[src/hdl/rit_pkg.sv]
// Shared types and constants for the repeating interval timer.
package rit_pkg;

	localparam int unsigned TIME_W  = 32;
	localparam int unsigned REQ_W   = 3;
	localparam int unsigned STATE_W = 2;
	localparam int unsigned CFG_W   = 1;

	typedef logic [TIME_W-1:0] time_t;

	typedef enum logic [REQ_W-1:0] {
		REQ_CHECK      = 3'd0,
		REQ_START      = 3'd1,
		REQ_STOP       = 3'd2,
		REQ_RESET      = 3'd3,
		REQ_SET_TARGET = 3'd4
	} req_code_t;

	typedef enum logic [STATE_W-1:0] {
		ST_STOPPED = 2'd0,
		ST_RUNNING = 2'd1,
		ST_EXPIRED = 2'd2
	} run_state_t;

	typedef enum logic [CFG_W-1:0] {
		CFG_INTERVAL = 1'b0,
		CFG_REPEATS  = 1'b1
	} cfg_index_t;

endpackage

[src/hdl/rit_if.sv]
// Request, result and configuration channel interfaces.
interface rit_req_if;
	logic                       valid;
	logic                       ready;
	logic [rit_pkg::REQ_W-1:0]  req_type;
	rit_pkg::time_t             now;
	rit_pkg::time_t             time_value;

	modport source (output valid, req_type, now, time_value, input ready);
	modport sink   (input valid, req_type, now, time_value, output ready);
endinterface

interface rit_rsp_if;
	logic                        valid;
	logic                        ready;
	logic                        fired;
	logic [rit_pkg::STATE_W-1:0] timer_state;
	rit_pkg::time_t              time_left;
	rit_pkg::time_t              repeats_left;
	rit_pkg::time_t              target_time;

	modport source (output valid, fired, timer_state, time_left, repeats_left, target_time,
		input ready);
	modport sink   (input valid, fired, timer_state, time_left, repeats_left, target_time,
		output ready);
endinterface

interface rit_cfg_if;
	logic                      valid;
	logic                      ready;
	logic [rit_pkg::CFG_W-1:0] index;
	rit_pkg::time_t            data;

	modport source (output valid, index, data, input ready);
	modport sink   (input valid, index, data, output ready);
endinterface

[src/hdl/repeating_interval_timer.sv]
// Repeating interval timer: top level.
//
//  channel | dir | fields
//  cfg     | in  | index (0 interval, 1 repeats), data
//  req     | in  | req_type, now, time_value
//  rsp     | out | fired, timer_state, time_left, repeats_left, target_time
//
// One request per cycle sustained while results are taken; a taken request is captured in the
// input register and then moves on to the result register, where it is presented as the result.
// The result register decouples the sides: req.ready drops only while both stages are full
// and rsp.ready is low. cfg is always ready.
// arst_n clears the timer state, the configuration registers and both stage valids.
module repeating_interval_timer (
	input  logic       clk,
	input  logic       arst_n,
	rit_cfg_if.sink    cfg,
	rit_req_if.sink    req,
	rit_rsp_if.source  rsp
);
	import rit_pkg::*;

	logic       valid_s1;
	req_code_t  req_type_s1;
	time_t      now_s1;
	time_t      time_value_s1;

	time_t      interval_q;
	time_t      repeats_q;
	run_state_t run_state_q;
	time_t      target_q;
	time_t      saved_q;
	time_t      rep_left_q;

	logic       rsp_valid_q;
	logic       fired_q;
	run_state_t state_out_q;
	time_t      time_left_q;
	time_t      rep_out_q;
	time_t      target_out_q;

	logic       advance;
	logic       step;
	logic       fired_d;
	run_state_t state_d;
	time_t      target_d;
	time_t      saved_d;
	time_t      rep_left_d;
	time_t      time_left_d;
	time_t      rep_out_d;

	assign advance   = !rsp_valid_q || rsp.ready;
	assign step      = valid_s1 && advance;
	assign req.ready = !valid_s1 || advance;
	assign cfg.ready = 1'b1;

	// input register
	always_ff @(posedge clk or negedge arst_n) begin
		if (!arst_n) begin
			valid_s1 <= 1'b0;
		end else if (req.ready) begin
			valid_s1 <= req.valid;
		end
	end

	always_ff @(posedge clk) begin
		if (req.ready && req.valid) begin
			req_type_s1   <= req_code_t'(req.req_type);
			now_s1        <= req.now;
			time_value_s1 <= req.time_value;
		end
	end

	always_comb begin
		fired_d    = 1'b0;
		state_d    = run_state_q;
		target_d   = target_q;
		saved_d    = saved_q;
		rep_left_d = rep_left_q;
		unique case (req_type_s1)
			REQ_CHECK: begin
				if (run_state_q == ST_RUNNING && now_s1 >= target_q) begin
					fired_d = 1'b1;
					if (rep_left_q != time_t'(1)) begin
						// zero repeats means forever: counter stays at zero
						if (rep_left_q != '0)
							rep_left_d = rep_left_q - time_t'(1);
						target_d = target_q + interval_q;
					end else begin
						state_d = ST_EXPIRED;
					end
				end
			end
			REQ_START: begin
				state_d = ST_RUNNING;
				if (saved_q != '0) begin
					target_d = time_value_s1 + saved_q;
					saved_d  = '0;
				end else begin
					target_d = time_value_s1 + interval_q;
				end
			end
			REQ_STOP: begin
				state_d = ST_STOPPED;
				if (now_s1 < target_q)
					saved_d = target_q - now_s1;
			end
			REQ_RESET: begin
				state_d    = ST_STOPPED;
				saved_d    = '0;
				rep_left_d = repeats_q;
			end
			REQ_SET_TARGET: begin
				target_d = time_value_s1;
			end
			default: begin
			end
		endcase

		time_left_d = (state_d == ST_RUNNING) ? (target_d - now_s1) : saved_d;
		rep_out_d   = (state_d == ST_EXPIRED && rep_left_d == time_t'(1)) ? '0 : rep_left_d;
	end

	// timer state and configuration registers
	always_ff @(posedge clk or negedge arst_n) begin
		if (!arst_n) begin
			interval_q  <= '0;
			repeats_q   <= '0;
			run_state_q <= ST_STOPPED;
			target_q    <= '0;
			saved_q     <= '0;
			rep_left_q  <= '0;
		end else begin
			if (step) begin
				run_state_q <= state_d;
				target_q    <= target_d;
				saved_q     <= saved_d;
				rep_left_q  <= rep_left_d;
			end
			if (cfg.valid && cfg.ready) begin
				unique case (cfg_index_t'(cfg.index))
					CFG_INTERVAL: interval_q <= cfg.data;
					CFG_REPEATS: begin
						repeats_q  <= cfg.data;
						rep_left_q <= cfg.data;
					end
					default: begin
					end
				endcase
			end
		end
	end

	// result register
	always_ff @(posedge clk or negedge arst_n) begin
		if (!arst_n) begin
			rsp_valid_q <= 1'b0;
		end else if (advance) begin
			rsp_valid_q <= valid_s1;
		end
	end

	always_ff @(posedge clk) begin
		if (step) begin
			fired_q      <= fired_d;
			state_out_q  <= state_d;
			time_left_q  <= time_left_d;
			rep_out_q    <= rep_out_d;
			target_out_q <= target_d;
		end
	end

	assign rsp.valid        = rsp_valid_q;
	assign rsp.fired        = fired_q;
	assign rsp.timer_state  = state_out_q;
	assign rsp.time_left    = time_left_q;
	assign rsp.repeats_left = rep_out_q;
	assign rsp.target_time  = target_out_q;

endmodule

[src/flat_wrapper.sv]
// flat-port wrapper written by rule: the top's interface ports become plain ports
module repeating_interval_timer_flat import rit_pkg::*;
  (clk, arst_n, cfg_valid, cfg_index, cfg_data, cfg_ready, req_valid, req_req_type, req_now, req_time_value, req_ready, rsp_valid, rsp_fired, rsp_timer_state, rsp_time_left, rsp_repeats_left, rsp_target_time, rsp_ready);
  rit_cfg_if cfg_i ();
  rit_req_if req_i ();
  rit_rsp_if rsp_i ();
  input  logic clk;
  input  logic arst_n;
  input wire logic [$bits(cfg_i.valid)-1:0] cfg_valid;
  input wire logic [$bits(cfg_i.index)-1:0] cfg_index;
  input wire logic [$bits(cfg_i.data)-1:0] cfg_data;
  output wire logic [$bits(cfg_i.ready)-1:0] cfg_ready;
  input wire logic [$bits(req_i.valid)-1:0] req_valid;
  input wire logic [$bits(req_i.req_type)-1:0] req_req_type;
  input wire logic [$bits(req_i.now)-1:0] req_now;
  input wire logic [$bits(req_i.time_value)-1:0] req_time_value;
  output wire logic [$bits(req_i.ready)-1:0] req_ready;
  output wire logic [$bits(rsp_i.valid)-1:0] rsp_valid;
  output wire logic [$bits(rsp_i.fired)-1:0] rsp_fired;
  output wire logic [$bits(rsp_i.timer_state)-1:0] rsp_timer_state;
  output wire logic [$bits(rsp_i.time_left)-1:0] rsp_time_left;
  output wire logic [$bits(rsp_i.repeats_left)-1:0] rsp_repeats_left;
  output wire logic [$bits(rsp_i.target_time)-1:0] rsp_target_time;
  input wire logic [$bits(rsp_i.ready)-1:0] rsp_ready;
  assign cfg_i.valid = cfg_valid;
  assign cfg_i.index = cfg_index;
  assign cfg_i.data = cfg_data;
  assign cfg_ready = cfg_i.ready;
  assign req_i.valid = req_valid;
  assign req_i.req_type = req_req_type;
  assign req_i.now = req_now;
  assign req_i.time_value = req_time_value;
  assign req_ready = req_i.ready;
  assign rsp_valid = rsp_i.valid;
  assign rsp_fired = rsp_i.fired;
  assign rsp_timer_state = rsp_i.timer_state;
  assign rsp_time_left = rsp_i.time_left;
  assign rsp_repeats_left = rsp_i.repeats_left;
  assign rsp_target_time = rsp_i.target_time;
  assign rsp_i.ready = rsp_ready;
  repeating_interval_timer u_core (.clk(clk), .arst_n(arst_n), .cfg(cfg_i), .req(req_i), .rsp(rsp_i));
endmodule
[config.mk]
export PLATFORM = sky130hd
export DESIGN_NAME = repeating_interval_timer_flat
export DESIGN_NICKNAME = d
export VERILOG_FILES = /design/src/hdl/rit_pkg.sv /design/src/hdl/rit_if.sv /design/src/hdl/repeating_interval_timer.sv /design/src/flat_wrapper.sv
export SDC_FILE = /design/constraint.sdc
export NUM_CORES = 1
export LEC_CHECK = 0
export ABC_AREA = 1
export BUFFER_PORTS_ARGS = -buffer_cell sky130_fd_sc_hd__buf_2
export CORE_ASPECT_RATIO = 1.1
export CORE_UTILIZATION = 25
export DETAILED_ROUTE_END_ITERATION = 8
export PLACE_DENSITY = 0.39
export SYNTH_ARGS = -nofsm -noshare
export SYNTH_HDL_FRONTEND = slang
export SYNTH_SLANG_ARGS = --single-unit
export TNS_END_PERCENT = 10
[constraint.sdc]
create_clock -name clk -period 9.99 [get_ports clk]
set_input_delay 0.999 -clock clk [delete_from_list [all_inputs] [get_ports clk]]
set_output_delay 0.999 -clock clk [all_outputs]
set_load 0.01 [all_outputs]
# [Yosys cells after proc, flatten, opt, wreduce, memory -nomap -nowiden]
# Index checks and enable logic that the tools add are counted.
[totals] rom_bits=0 mem_count=0 output_inout_bits=102 latchBits=0 mem_bits_rw=0 ff_bits=330
[classes] n_lt_le_gt_ge=2 n_div=0 bitwise=1 reduce_logical=14 eq_ne=9 mux=19 n_mul=0 shifts=0 n_addsub=6
[ops] operator="32-bit two-way mux" n=12
[ops] operator="32-bit one-hot mux with 3 select lines" n=2
[ops] operator="32-bit adder" n=3
[ops] operator="32-bit one-hot mux with 2 select lines" n=1
[ops] operator="32-bit nonzero test" n=2
[ops] operator="32-bit subtractor" n=2
[ops] operator="32-bit by 1-bit == test with 1-bit output, second input constant" n=1
[ops] operator="32-bit >= comparator" n=1
[ops] operator="32-bit < comparator" n=1
[ops] operator="32-bit by 1-bit != test with 1-bit output, second input constant" n=1
[ops] operator="32-bit by 1-bit subtractor with 32-bit output, second input constant" n=1
[ops] operator="3-bit by 2-bit == test with 1-bit output, second input constant" n=2
[ops] operator="2-bit one-hot mux with 3 select lines" n=1
[ops] operator="2-bit by 1-bit == test with 1-bit output, second input constant" n=2
[ops] operator="1-bit logical AND" n=4
[ops] operator="2-bit two-way mux" n=2
[ops] operator="2-bit AND reduction" n=2
[ops] operator="3-bit by 1-bit == test with 1-bit output, second input constant" n=1
[ops] operator="3-bit == test, second input constant" n=1
[ops] operator="3-bit logical NOT" n=1
[ops] operator="2-bit == test, second input constant" n=1
[ops] operator="1-bit logical NOT" n=2
[ops] operator="1-bit logical OR" n=2
[ops] operator="2-bit OR reduction" n=1
[ops] operator="other kinds (2)" n=2

# [Depth between registers and ports, before layout]
# Gate-level depths: netlist of run 1.
[depth] depth_word=8 ltp_mapped=36

# [Worst setup path after synthesis of run 1]
# OpenSTA, ideal clock, no wires.
[synth_path] kind="register to register" from="register u_core.saved_q[31]" to="register u_core.time_left_q[26] (netlist: u_core.rsp.time_left[26]), data pin" n_path_buf=1 path_stages_with_launch=34 t_arrival_ps=4737 setup_slack_ps=5000 setup_ps=252 path_cell_list="dfrtp_1 inv_1 nand4_1 nor2_1 nand2_1 nor2_1 clkbuf_1 nand2_1 nand2_1 ha_1 inv_1 fa_1 o31ai_1 nand3_1 nand2_1 nand2_1 nand2_1 or2_2 nand3_1 a31oi_1 ha_1 nand2_1 inv_1 nand3_1 nand2_1 a21oi_1 o21ai_0 a21boi_0 o21ai_0 nand2_1 nand2_1 xor2_1 nand2_1 nand2_1"
[synth_via] elab_chain_cells=5 word_cells_on_any_way=7 classes_between="add/sub: 1; mux: 5; reduce/logical: 1"
[synth_lines] element="from (decl)" line="repeating_interval_timer.sv:31" source="time_t saved_q;"
[synth_lines] element="from (signal assigned)" line="repeating_interval_timer.sv:136" source="saved_q <= saved_d;"
[synth_lines] element="32-bit nonzero test" line="repeating_interval_timer.sv:95" source="if (saved_q != '0) begin"
[synth_lines] element="32-bit two-way mux" line="repeating_interval_timer.sv:95"
[synth_lines] element="32-bit one-hot mux with 3 select lines" line="repeating_interval_timer.sv:79" source="unique case (req_type_s1)"
[synth_lines] element="named net u_core.target_d[8]" line="repeating_interval_timer.sv:45" source="time_t target_d;"
[synth_lines] element="32-bit subtractor" line="repeating_interval_timer.sv:119" source="time_left_d = (state_d == ST_RUNNING) ? (target_d - now_s1) : saved_d;"
[synth_lines] element="32-bit two-way mux" line="repeating_interval_timer.sv:119"
[synth_lines] element="named net u_core.time_left_d[26]" line="repeating_interval_timer.sv:48" source="time_t time_left_d;"
[synth_lines] element="to (signal assigned)" line="repeating_interval_timer.sv:166" source="time_left_q <= time_left_d;"
[synth_lines] element="to (decl)" line="repeating_interval_timer.sv:37" source="time_t time_left_q;"
# The timed path passes the listed nets, and every way through them passes these cells.
# A chain may end at the register's enable or synchronous reset.

# [Worst setup path in the final report of run 1]
[layout_path] from="register u_core.target_q[25]" to="register u_core.time_left_q[22] (netlist: u_core.rsp.time_left[22]), data pin"
[layout_via] elab_chain_cells=6 word_cells_on_any_way=12 classes_between="add/sub: 1; order compare: 2; eq/ne: 1; mux: 7; reduce/logical: 1"
[layout_lines] element="from (decl)" line="repeating_interval_timer.sv:30" source="time_t target_q;"
[layout_lines] element="from (signal assigned)" line="repeating_interval_timer.sv:135" source="target_q <= target_d;"
[layout_lines] element="32-bit >= comparator" line="repeating_interval_timer.sv:81" source="if (run_state_q == ST_RUNNING && now_s1 >= target_q) begin"
[layout_lines] element="1-bit logical AND" line="repeating_interval_timer.sv:81"
[layout_lines] element="32-bit two-way mux" line="repeating_interval_timer.sv:81"
[layout_lines] element="32-bit one-hot mux with 3 select lines" line="repeating_interval_timer.sv:79"
[layout_lines] element="named net u_core.target_d[0]" line="repeating_interval_timer.sv:45"
[layout_lines] element="32-bit subtractor" line="repeating_interval_timer.sv:119"
[layout_lines] element="32-bit two-way mux" line="repeating_interval_timer.sv:119"
[layout_lines] element="named net u_core.time_left_d[22]" line="repeating_interval_timer.sv:48"
# The timed path passes the listed nets, and every way through them passes these cells.

==> results by group, run 1 <==
Floorplan
  • Die area: 93100 um2
  • Die Ht: 320 um
  • Ports placed on the boundary: 207
  • Core ar.: between 90000 and 100000 um2
  • Width of the chip: 291 um
  • Starting density of the core: between 20 and 30%
  • Count of standard-cell rows: 116

Synthesis
  • Synth warn: 0
  • Mapped Cells: 3033
  • Count of flip-flops with a built-in enable after synthesis: 166
  • Flip-flop and latch count after synthesis: 330
  • Sequential fraction of the synthesis area: 39.6%
  • Cell area after synthesis: 23000 um2
  • Ys flop type: sky130_fd_sc_hd__edfxtp_1
  • Mean area per synthesized cell: around 7.6 um2
  • Proportion of synthesized flip-flops having asynchronous set or reset: 49.7%
  • Number of distinct standard cells referenced by the synthesized netlist: 56
  • Net count after synthesis: 3273

Timing
  • Slew Limit Fails: 0
  • Final worst path period need: approximately 6600 ps
  • Fmax: roughly 150 MHz
  • Slew margin rel.: 29.7%
  • Number of setup violations in the final report: 0
  • Tcrit/Tclk final: between 60 and 70%
  • Setup repair after global routing missed its margin: no
  • Final hold violation count: 0
  • Clock tree skew after final layout: 31.4 ps
  • Actual slew at the worst max-slew pin: 1050 ps
  • Total negative slack: 0 ps

Clocking
  • Setup bufs post-CTS: 0
  • Inserted Clock Buffers: 43
  • Number of resized instances in the post-cts repair step: 0
  • Sinks on Clock Net: between 300 and 400
  • Clock insertion delay at the later pin of the skew report: 620 ps
  • Clock input transition at the sequential cells of the worst setup and hold paths: around 60 ps
  • Bufs on Longest Clock Path: 3
  • Maximum level of the CTS H-tree: 2
  • Number of buffers inserted for hold repair after clock tree synthesis: 0
  • CTS tree: built
  • Clock tree root driver cell: sky130_fd_sc_hd__clkbuf_16

Power
  • Share of total power in combinational logic: 48.8%
  • Total net switching power: 3.41 mW
  • Cell-internal power: approximately 4 mW
  • IR Drop Worst-Case VDD: approximately 0.12 mV
  • Clock power share: 23.7%
  • Net switching share of the total power: 46.0%
  • Power density over the cells: 276 nW/um2
  • Fraction of power consumed by sequential logic: 27.5%
  • Leakage power total: 12.4 nW

Cells and area
  • Number of diodes: 0
  • Nets: 3462
  • Final core utilization: 29.5%
  • Filler cell count: about 10000
  • Most common library cell in the layout ignoring fill and taps: sky130_fd_sc_hd__nand2_1
  • Area added between synthesis and finish: 17.0%
  • Share of final-layout standard cells stronger than drive strength 1: 11.9%
  • Top library cells by usage in the layout, fill and taps aside: 781 x sky130_fd_sc_hd__nand2_1, 364 x sky130_fd_sc_hd__inv_1, 259 x sky130_fd_sc_hd__o21ai_0

Routing
  • Antenna Nets Post-Route: 0
  • Average routed wire per standard cell: 21.4 um
  • Pre-Repair DR Iteration Count: 5
  • Via-to-Cell Ratio: approximately 4.8
  • Remaining design rule violation count: 0
  • Initial DRC count: approximately 1400
  • Total number of vias: 21228
  • Final Routed Wirelength: between 90000 and 100000 um

Worst setup path
  • Max FO, Critical Path: 36
  • Critical path's largest stage delay: 460 ps
  • Data required, critical path: 10330 ps
  • Worst Path Class, Setup: reg2reg
  • Endpoint class of the critical path: flop
  • Kind of start point of the critical path: flop
  • Slowest CP cell: sky130_fd_sc_hd__dfrtp_1
  • Data arrival time of the critical path: 6920 ps

GRT
  • First-pass GRT wire length: 141000 um
  • Number of global-route vias before repair: 21083
  • Total routing resource utilization after global routing: between 20% and 30%
  • Initial antenna violation count: 1
  • Total congestion overflow after global routing: 0
  • Pin count of the biggest net entering global routing: approximately 150

Hold path
  • Path type of the worst min-delay path: in2async

Run
  • Max-capacitance violation count: 0

Status
  • Outcome: complete, no violations

Place
  • Post-DP HPWL: ~75000 um
  • Port Buf Inserts: 205
  • Routability cong.: 0.925
[power groups by stage]
stage / clock, mW / sequential, mW / combinational (mW)
finish: 1.75 / 2.04 / 3.62
global route: 1.85 / 2.08 / 4.07
CTS: 1.81 / 2.05 / 3.64
detailed placement: 0 / 2.07 / 3.61
global placement: 0 / 2.08 / 3.65
floorplan: 0 / 2.01 / 2.44
[synthesized netlist by cell type (7+ instances only)]
| master | number | share of area, % |
|---|---|---|
| sky130_fd_sc_hd__nand2_1 | 782 | 13 |
| sky130_fd_sc_hd__inv_1 | 366 | 6.0 |
| sky130_fd_sc_hd__o21ai_0 | 259 | 5.6 |
| sky130_fd_sc_hd__a21oi_1 | 229 | 5.0 |
| sky130_fd_sc_hd__nor2_1 | 225 | 3.7 |
| sky130_fd_sc_hd__nand3_1 | 167 | 3.6 |
| sky130_fd_sc_hd__edfxtp_1 | 166 | 22 |
| sky130_fd_sc_hd__dfrtp_1 | 164 | 18 |
| sky130_fd_sc_hd__ha_1 | 131 | 7.1 |
| sky130_fd_sc_hd__clkbuf_1 | 53 | 0.87 |
| sky130_fd_sc_hd__o22ai_1 | 49 | 1.3 |
| sky130_fd_sc_hd__nand4_1 | 47 | 1.3 |
| sky130_fd_sc_hd__o21ai_1 | 46 | 1.0 |
| sky130_fd_sc_hd__xor2_1 | 46 | 1.8 |
| sky130_fd_sc_hd__xnor2_1 | 37 | 1.4 |
| sky130_fd_sc_hd__mux2_2 | 32 | 1.6 |
| sky130_fd_sc_hd__o211ai_1 | 25 | 0.82 |
| sky130_fd_sc_hd__a31oi_1 | 21 | 0.57 |
| sky130_fd_sc_hd__o21bai_1 | 18 | 0.59 |
| sky130_fd_sc_hd__nor3_1 | 17 | 0.37 |
| sky130_fd_sc_hd__buf_2 | 16 | 0.35 |
| sky130_fd_sc_hd__a21boi_0 | 13 | 0.42 |
| sky130_fd_sc_hd__a21o_1 | 13 | 0.42 |
| sky130_fd_sc_hd__buf_1 | 10 | 0.16 |
| sky130_fd_sc_hd__or2_2 | 10 | 0.27 |
| sky130_fd_sc_hd__nor4_1 | 8 | 0.22 |
| sky130_fd_sc_hd__buf_4 | 7 | 0.23 |
| sky130_fd_sc_hd__inv_2 | 7 | 0.11 |
| sky130_fd_sc_hd__nor2_2 | 7 | 0.19 |
[per-stage QoR]
step / instance area (um2) / power, mW / hold WS (ps) / worst slack [ps] / std cells
2_1_floorplan: 23000 / 4.45 / 469 / 5000 / 3033
3_3_place_gp: 25300 / 5.73 / 522 / 3380 / 4357
3_5_place_dp: 25300 / 5.69 / 508 / 3450 / 4357
4_1_cts: 26900 / 7.50 / 461 / 3400 / 4437
5_1_grt: 26900 / 8.00 / 507 / 2840 / 4437
6_report: 26900 / 7.42 / 460 / 3420 / 4437
[final cells by class]
cell class	instances	area, um2	share of cell area [%]
inverter	377	1420	5.30
tap	1180	1480	5.49
clock inverter	25	383	1.42
multi-input combinational	2234	12100	44.8
sequential	330	9090	33.8
timing repair buffer	236	1260	4.71
clock buffer	55	1190	4.43
[state kept, by name (all words and copies together), names as in the netlist]
register,cells
u_core.rsp.valid,1
u_core.rsp.repeats_left,32
u_core.rep_left_q,32
u_core.repeats_q,32
u_core.saved_q,32
u_core.valid_s1,1
u_core.run_state_q,2
u_core.rsp.target_time,32
u_core.time_value_s1,32
u_core.rsp.time_left,32
u_core.rsp.fired,1
u_core.now_s1,32
u_core.req_type_s1,3
u_core.interval_q,32
u_core.target_q,32
u_core.rsp.timer_state,2
[worst max-delay path: cells and delay by family (launching register included)]
family | cells | cell delay [ps]
DFF | 1 | 460
adders and majority gates | 3 | 1110
AOI/OAI and AO/OA | 10 | 2480
buffers and inverters | 2 | 300
and+or+nand+nor | 12 | 1900
[final timing paths]
check | from | end | slack, ps | cells after the start
min reg2reg | u_core.saved_q[20]$_DFFE_PN0P_ | u_core.saved_q[20]$_DFFE_PN0P_ | 530 | 2
max | u_core.target_q[25]$_DFFE_PN0P_ | u_core.rsp.time_left[22]$_DFFE_PP_ | 3420 | 27
max in group asynchronous | arst_n | u_core.valid_s1$_DFFE_PN0N_ | 8190 | 2
min in group clk | u_core.saved_q[20]$_DFFE_PN0P_ | u_core.saved_q[20]$_DFFE_PN0P_ | 530 | 2
min | arst_n | u_core.run_state_q[1]$_DFFE_PN0P_ | 460 | 1
max reg2reg | u_core.target_q[25]$_DFFE_PN0P_ | u_core.rsp.time_left[22]$_DFFE_PP_ | 3420 | 27
[kinds of logic (layout without fill, tap and decap cells)]
kind of cell	Yosys count	after routing	synth area share [%]
flops	330	330	39.6
mux	32	32	1.57
compound gates	703	703	17.0
buf+inv	469	693	8.06
fa+ha+maj	135	135	7.48
other cells	1	1	0.0163
xor+xnor	83	83	3.16
simple gates	1280	1280	23.1
[routing by layer]
layer	global-route usage [%]	part of all wire [%]
met5	0	0
met4	5.11	2.3
met3	2.15	3.5
met2	36.9	51
met1	25.1	43
Power figures use the tool's default switching activity.
==> inputs of run 2 (changes only) <==
--- a/config.mk
+++ b/config.mk
@@ -5,12 +5,12 @@
 export SDC_FILE = /design/constraint.sdc
 export NUM_CORES = 1
 export LEC_CHECK = 0
-export ABC_AREA = 1
+export ABC_AREA = 0
 export BUFFER_PORTS_ARGS = -buffer_cell sky130_fd_sc_hd__buf_2
 export CORE_ASPECT_RATIO = 1.1
 export CORE_UTILIZATION = 25
 export DETAILED_ROUTE_END_ITERATION = 8
-export PLACE_DENSITY = 0.39
+export PLACE_DENSITY = 0.41
 export SYNTH_ARGS = -nofsm -noshare
 export SYNTH_HDL_FRONTEND = slang
 export SYNTH_SLANG_ARGS = --single-unit
==> constraint.sdc (replaced) <==
create_clock -name clk -period 5.8 [get_ports clk]
set_input_delay 0.58 -clock clk [delete_from_list [all_inputs] [get_ports clk]]
set_output_delay 0.58 -clock clk [all_outputs]
set_load 0.01 [all_outputs]
==> results by group, run 2 <==
Floorplan
  • Die area: 85000 um2
  • Core ar.: between 80000 and 90000 um2
  • Die Ht: slightly above 300 um
  • Count of standard-cell rows: 111
  • Width of the chip: 278 um
  • Starting density of the core: 25.2%
  • Ports placed on the boundary: just over 200

Timing
  • Clock tree skew after final layout: 21.7 ps
  • Post-route setup slack: -736 ps
  • Final worst path period need: 6540 ps
  • Setup repair after global routing missed its margin: yes
  • Number of setup violations in the final report: 9
  • Fmax: approximately 150 MHz
  • Actual slew at the worst max-slew pin: between 1000 and 1500 ps
  • Minimum hold slack: approximately 160 ps
  • Final hold violation count: 0
  • Slew Limit Fails: 0
  • Slew margin rel.: 28.3%
  • Tcrit/Tclk final: 113%

Cells and area
  • Share of final-layout standard cells stronger than drive strength 1: roughly 30%
  • Final cell count without fillers: 3945
  • Top library cells by usage in the layout, fill and taps aside: 467 x sky130_fd_sc_hd__buf_4, 262 x sky130_fd_sc_hd__nand2_1, 204 x sky130_fd_sc_hd__buf_2
  • Multi-input gate area in the final layout: 11600 um2
  • Nets: 3079
  • Area taken by flip-flops and latches: 9090 um2
  • Area added between synthesis and finish: 35.4%
  • Filler cell count: 8483
  • Most common library cell in the layout ignoring fill and taps: sky130_fd_sc_hd__buf_4

Place
  • Number of cells in the design after placement: 3861
  • Setup WS pre-CTS: -1350 ps
  • Port Buf Inserts: a little over 200
  • Post-DP HPWL: 64400 um
  • Routability cong.: 0.903

Routing
  • Via-to-Cell Ratio: 4.92
  • Initial DRC count: 1277
  • Average routed wire per standard cell: 21.0 um
  • Pre-Repair DR Iteration Count: 7
  • Total number of vias: 19394
  • Remaining design rule violation count: 0
  • Antenna Nets Post-Route: 0
  • Final Routed Wirelength: approximately 83000 um

Synthesis
  • Cell area after synthesis: 21000 um2
  • Cell types with the largest area share after synthesis: sky130_fd_sc_hd__edfxtp_1 24%, sky130_fd_sc_hd__dfrtp_1 20%, sky130_fd_sc_hd__ha_1 7.8%, sky130_fd_sc_hd__a21oi_1 5.1%, sky130_fd_sc_hd__nand2_1 4.7%
  • Cell taking the most area after synthesis: sky130_fd_sc_hd__edfxtp_1
  • Net count after synthesis: 2451
  • Ys flop type: sky130_fd_sc_hd__edfxtp_1
  • Number of distinct standard cells referenced by the synthesized netlist: 94
  • Flip-flop and latch count after synthesis: 330
  • Proportion of synthesized flip-flops having asynchronous set or reset: just under 50%
  • Mean area per synthesized cell: 9.48 um2
  • Mapped Cells: 2211
  • Sequential fraction of the synthesis area: roughly 43%
  • Count of flip-flops with a built-in enable after synthesis: 166
  • Synth top cells by count: 263 x sky130_fd_sc_hd__nand2_1, 213 x sky130_fd_sc_hd__a21oi_1, 178 x sky130_fd_sc_hd__nor2_1, 166 x sky130_fd_sc_hd__edfxtp_1, 164 x sky130_fd_sc_hd__dfrtp_1
  • Cell with the most instances after synthesis: sky130_fd_sc_hd__nand2_1
  • Synth warn: 0
  • Share of the synthesized area in the top cell type: between 20% and 30%

Clocking
  • Sinks on Clock Net: 330
  • Clock tree root driver cell: sky130_fd_sc_hd__clkbuf_16
  • Maximum level of the CTS H-tree: 2
  • Bufs on Longest Clock Path: 3
  • Clock input transition at the sequential cells of the worst setup and hold paths: 60 ps
  • Clock insertion delay at the later pin of the skew report: 590 ps
  • CTS tree: built
  • Inserted Clock Buffers: 41

Worst setup path
  • Slowest CP cell: sky130_fd_sc_hd__a221o_1
  • Endpoint class of the critical path: flop
  • Kind of start point of the critical path: flop
  • Data required, critical path: 6220 ps
  • Critical path's largest stage delay: 420 ps
  • Worst Path Class, Setup: reg2reg
  • Max FO, Critical Path: 3
  • Endpoint of the worst-slack reg-to-reg timing path: u_core.rsp.time_left[31]$_DFFE_PP_
  • Data arrival time of the critical path: roughly 7000 ps
  • Launch instance of the worst register-to-register path: u_core.saved_q[12]$_DFFE_PN0P_
  • Flop2flop setup slack: -740 ps
  • Number of cells on the worst reg-to-reg path: 31

Power
  • Power density over the cells: 552 nW/um2
  • Leakage power total: 13.1 nW
  • IR Drop Worst-Case VDD: between 0.2 and 0.25 mV

GRT
  • Total routing resource utilization after global routing: a little under a fifth
  • Pin count of the biggest net entering global routing: 75
  • First-pass GRT wire length: 123000 um
  • Initial antenna violation count: 1
  • Total congestion overflow after global routing: 0
  • Number of global-route vias before repair: 19695

Hold path
  • Path type of the worst min-delay path: in2reg
  • Source of the worst hold timing path: req_now[12]
  • Sink of the worst hold path: u_core.now_s1[12]$_DFFE_PP_
  • Hold Path Depth: 1

Status
  • Violations in the final reports: negative setup slack
  • Outcome: finished, violations left

Run
  • Max-capacitance violation count: 0
## run 2: changes by cell type in the layout (fill, tap and decap cells not counted), moves of 32 or more
cell	change
sky130_fd_sc_hd__nand4_1	-32
sky130_fd_sc_hd__o22ai_1	-45
sky130_fd_sc_hd__o21ai_1	-39
sky130_fd_sc_hd__nand3_1	-131
sky130_fd_sc_hd__nor2_1	-50
sky130_fd_sc_hd__nand2_1	-519
sky130_fd_sc_hd__o21ai_0	-115
sky130_fd_sc_hd__a21o_1	+81
sky130_fd_sc_hd__xnor2_1	+38
sky130_fd_sc_hd__inv_1	-273
sky130_fd_sc_hd__a21oi_1	-38
sky130_fd_sc_hd__buf_4	+436
## run 2: final cells by class
cell class	instances	share of cell area, %
clock inverters	19	0.753
clock buffers	56	4.17
repair buffers	679	16.3
well taps	1073	4.73
flip-flops and latches	330	32.0
multi-input cells	1693	40.7
inverters	94	1.26
diodes	1	0.00881
## run 2: report_power, final
group / internal [mW] / total (mW) / switching (mW)
clock: 1.61 / 2.70 / 1.09
combinational: 4.60 / 9.64 / 5.04
sequential: 3.01 / 3.34 / 0.329
total: 9.22 / 15.7 / 6.46
## run 2: per-layer routing
layer / track usage [%] / part of all wire, %
met5: 0 / 0
met3: 2.03 / 3.5
met4: 5.59 / 2.7
met1: 25.9 / 47
met2: 31.9 / 47
## run 2: stage by stage
step | setup TNS (ps) | cell area (um2) | utilization (%) | power (mW)
global placement | -11750 | 26500 | 31.9 | 12.5
floorplan | -532 | 21000 | - | 8.52
CTS | -5070 | 28100 | 33.8 | 15.5
detailed placement | -14310 | 26500 | 31.9 | 12.5
global route | -7490 | 28400 | 34.1 | 16.8
finish | -3630 | 28400 | 34.1 | 15.7
## run 2: cell families (layout without fill, tap and decap cells)
group | count (synthesis) | count (layout) | synth area share (%)
AO/OA/AOI/OAI | 720 | 720 | 22.4
AND/OR/NAND/NOR | 665 | 665 | 14.6
flip-flops | 330 | 330 | 43.3
buffers and inverters | 188 | 848 | 3.57
adder cells (fa/ha/maj) | 135 | 135 | 8.20
XOR/XNOR | 111 | 111 | 4.70
multiplexers | 61 | 61 | 3.13
other | 1 | 2 | 0.0179
## run 2: timing repair
| item | in CTS | in global routing |
|---|---|---|
| pin swaps | 22 | 28 |
| gates resized for setup | 35 | 41 |
| buffers inserted | 3 | 6 |
| endpoints found under the setup margin | 21 | 21 |
| hold endpoints to repair | 44 | 0 |
| hold buffers | 1 | 0 |
## run 2: worst max-delay path: cells and delay by family, from the launching register on
| family | cells | cell delay, ps |
|---|---|---|
| adders and majority gates | 3 | 780 |
| DFF | 1 | 410 |
| xor gates and xnor gates | 2 | 380 |
| buffers and inverters | 1 | 40 |
| AOI/OAI and AO/OA | 16 | 2830 |
| and+or+nand+nor | 9 | 1930 |
## run 2: worst max path at each step
stage | from | endpoint | cells after the start
after floorplan | u_core.saved_q[18]$_DFFE_PN0P_ | u_core.rsp.time_left[31]$_DFFE_PP_ | 32
after global placement | u_core.saved_q[15]$_DFFE_PN0P_ | u_core.rsp.time_left[31]$_DFFE_PP_ | 32
after detailed placement | u_core.saved_q[15]$_DFFE_PN0P_ | u_core.rsp.time_left[31]$_DFFE_PP_ | 32
after CTS | u_core.saved_q[12]$_DFFE_PN0P_ | u_core.rsp.time_left[31]$_DFFE_PP_ | 31
after global routing | u_core.saved_q[12]$_DFFE_PN0P_ | u_core.rsp.time_left[31]$_DFFE_PP_ | 32
final | u_core.saved_q[12]$_DFFE_PN0P_ | u_core.rsp.time_left[31]$_DFFE_PP_ | 31
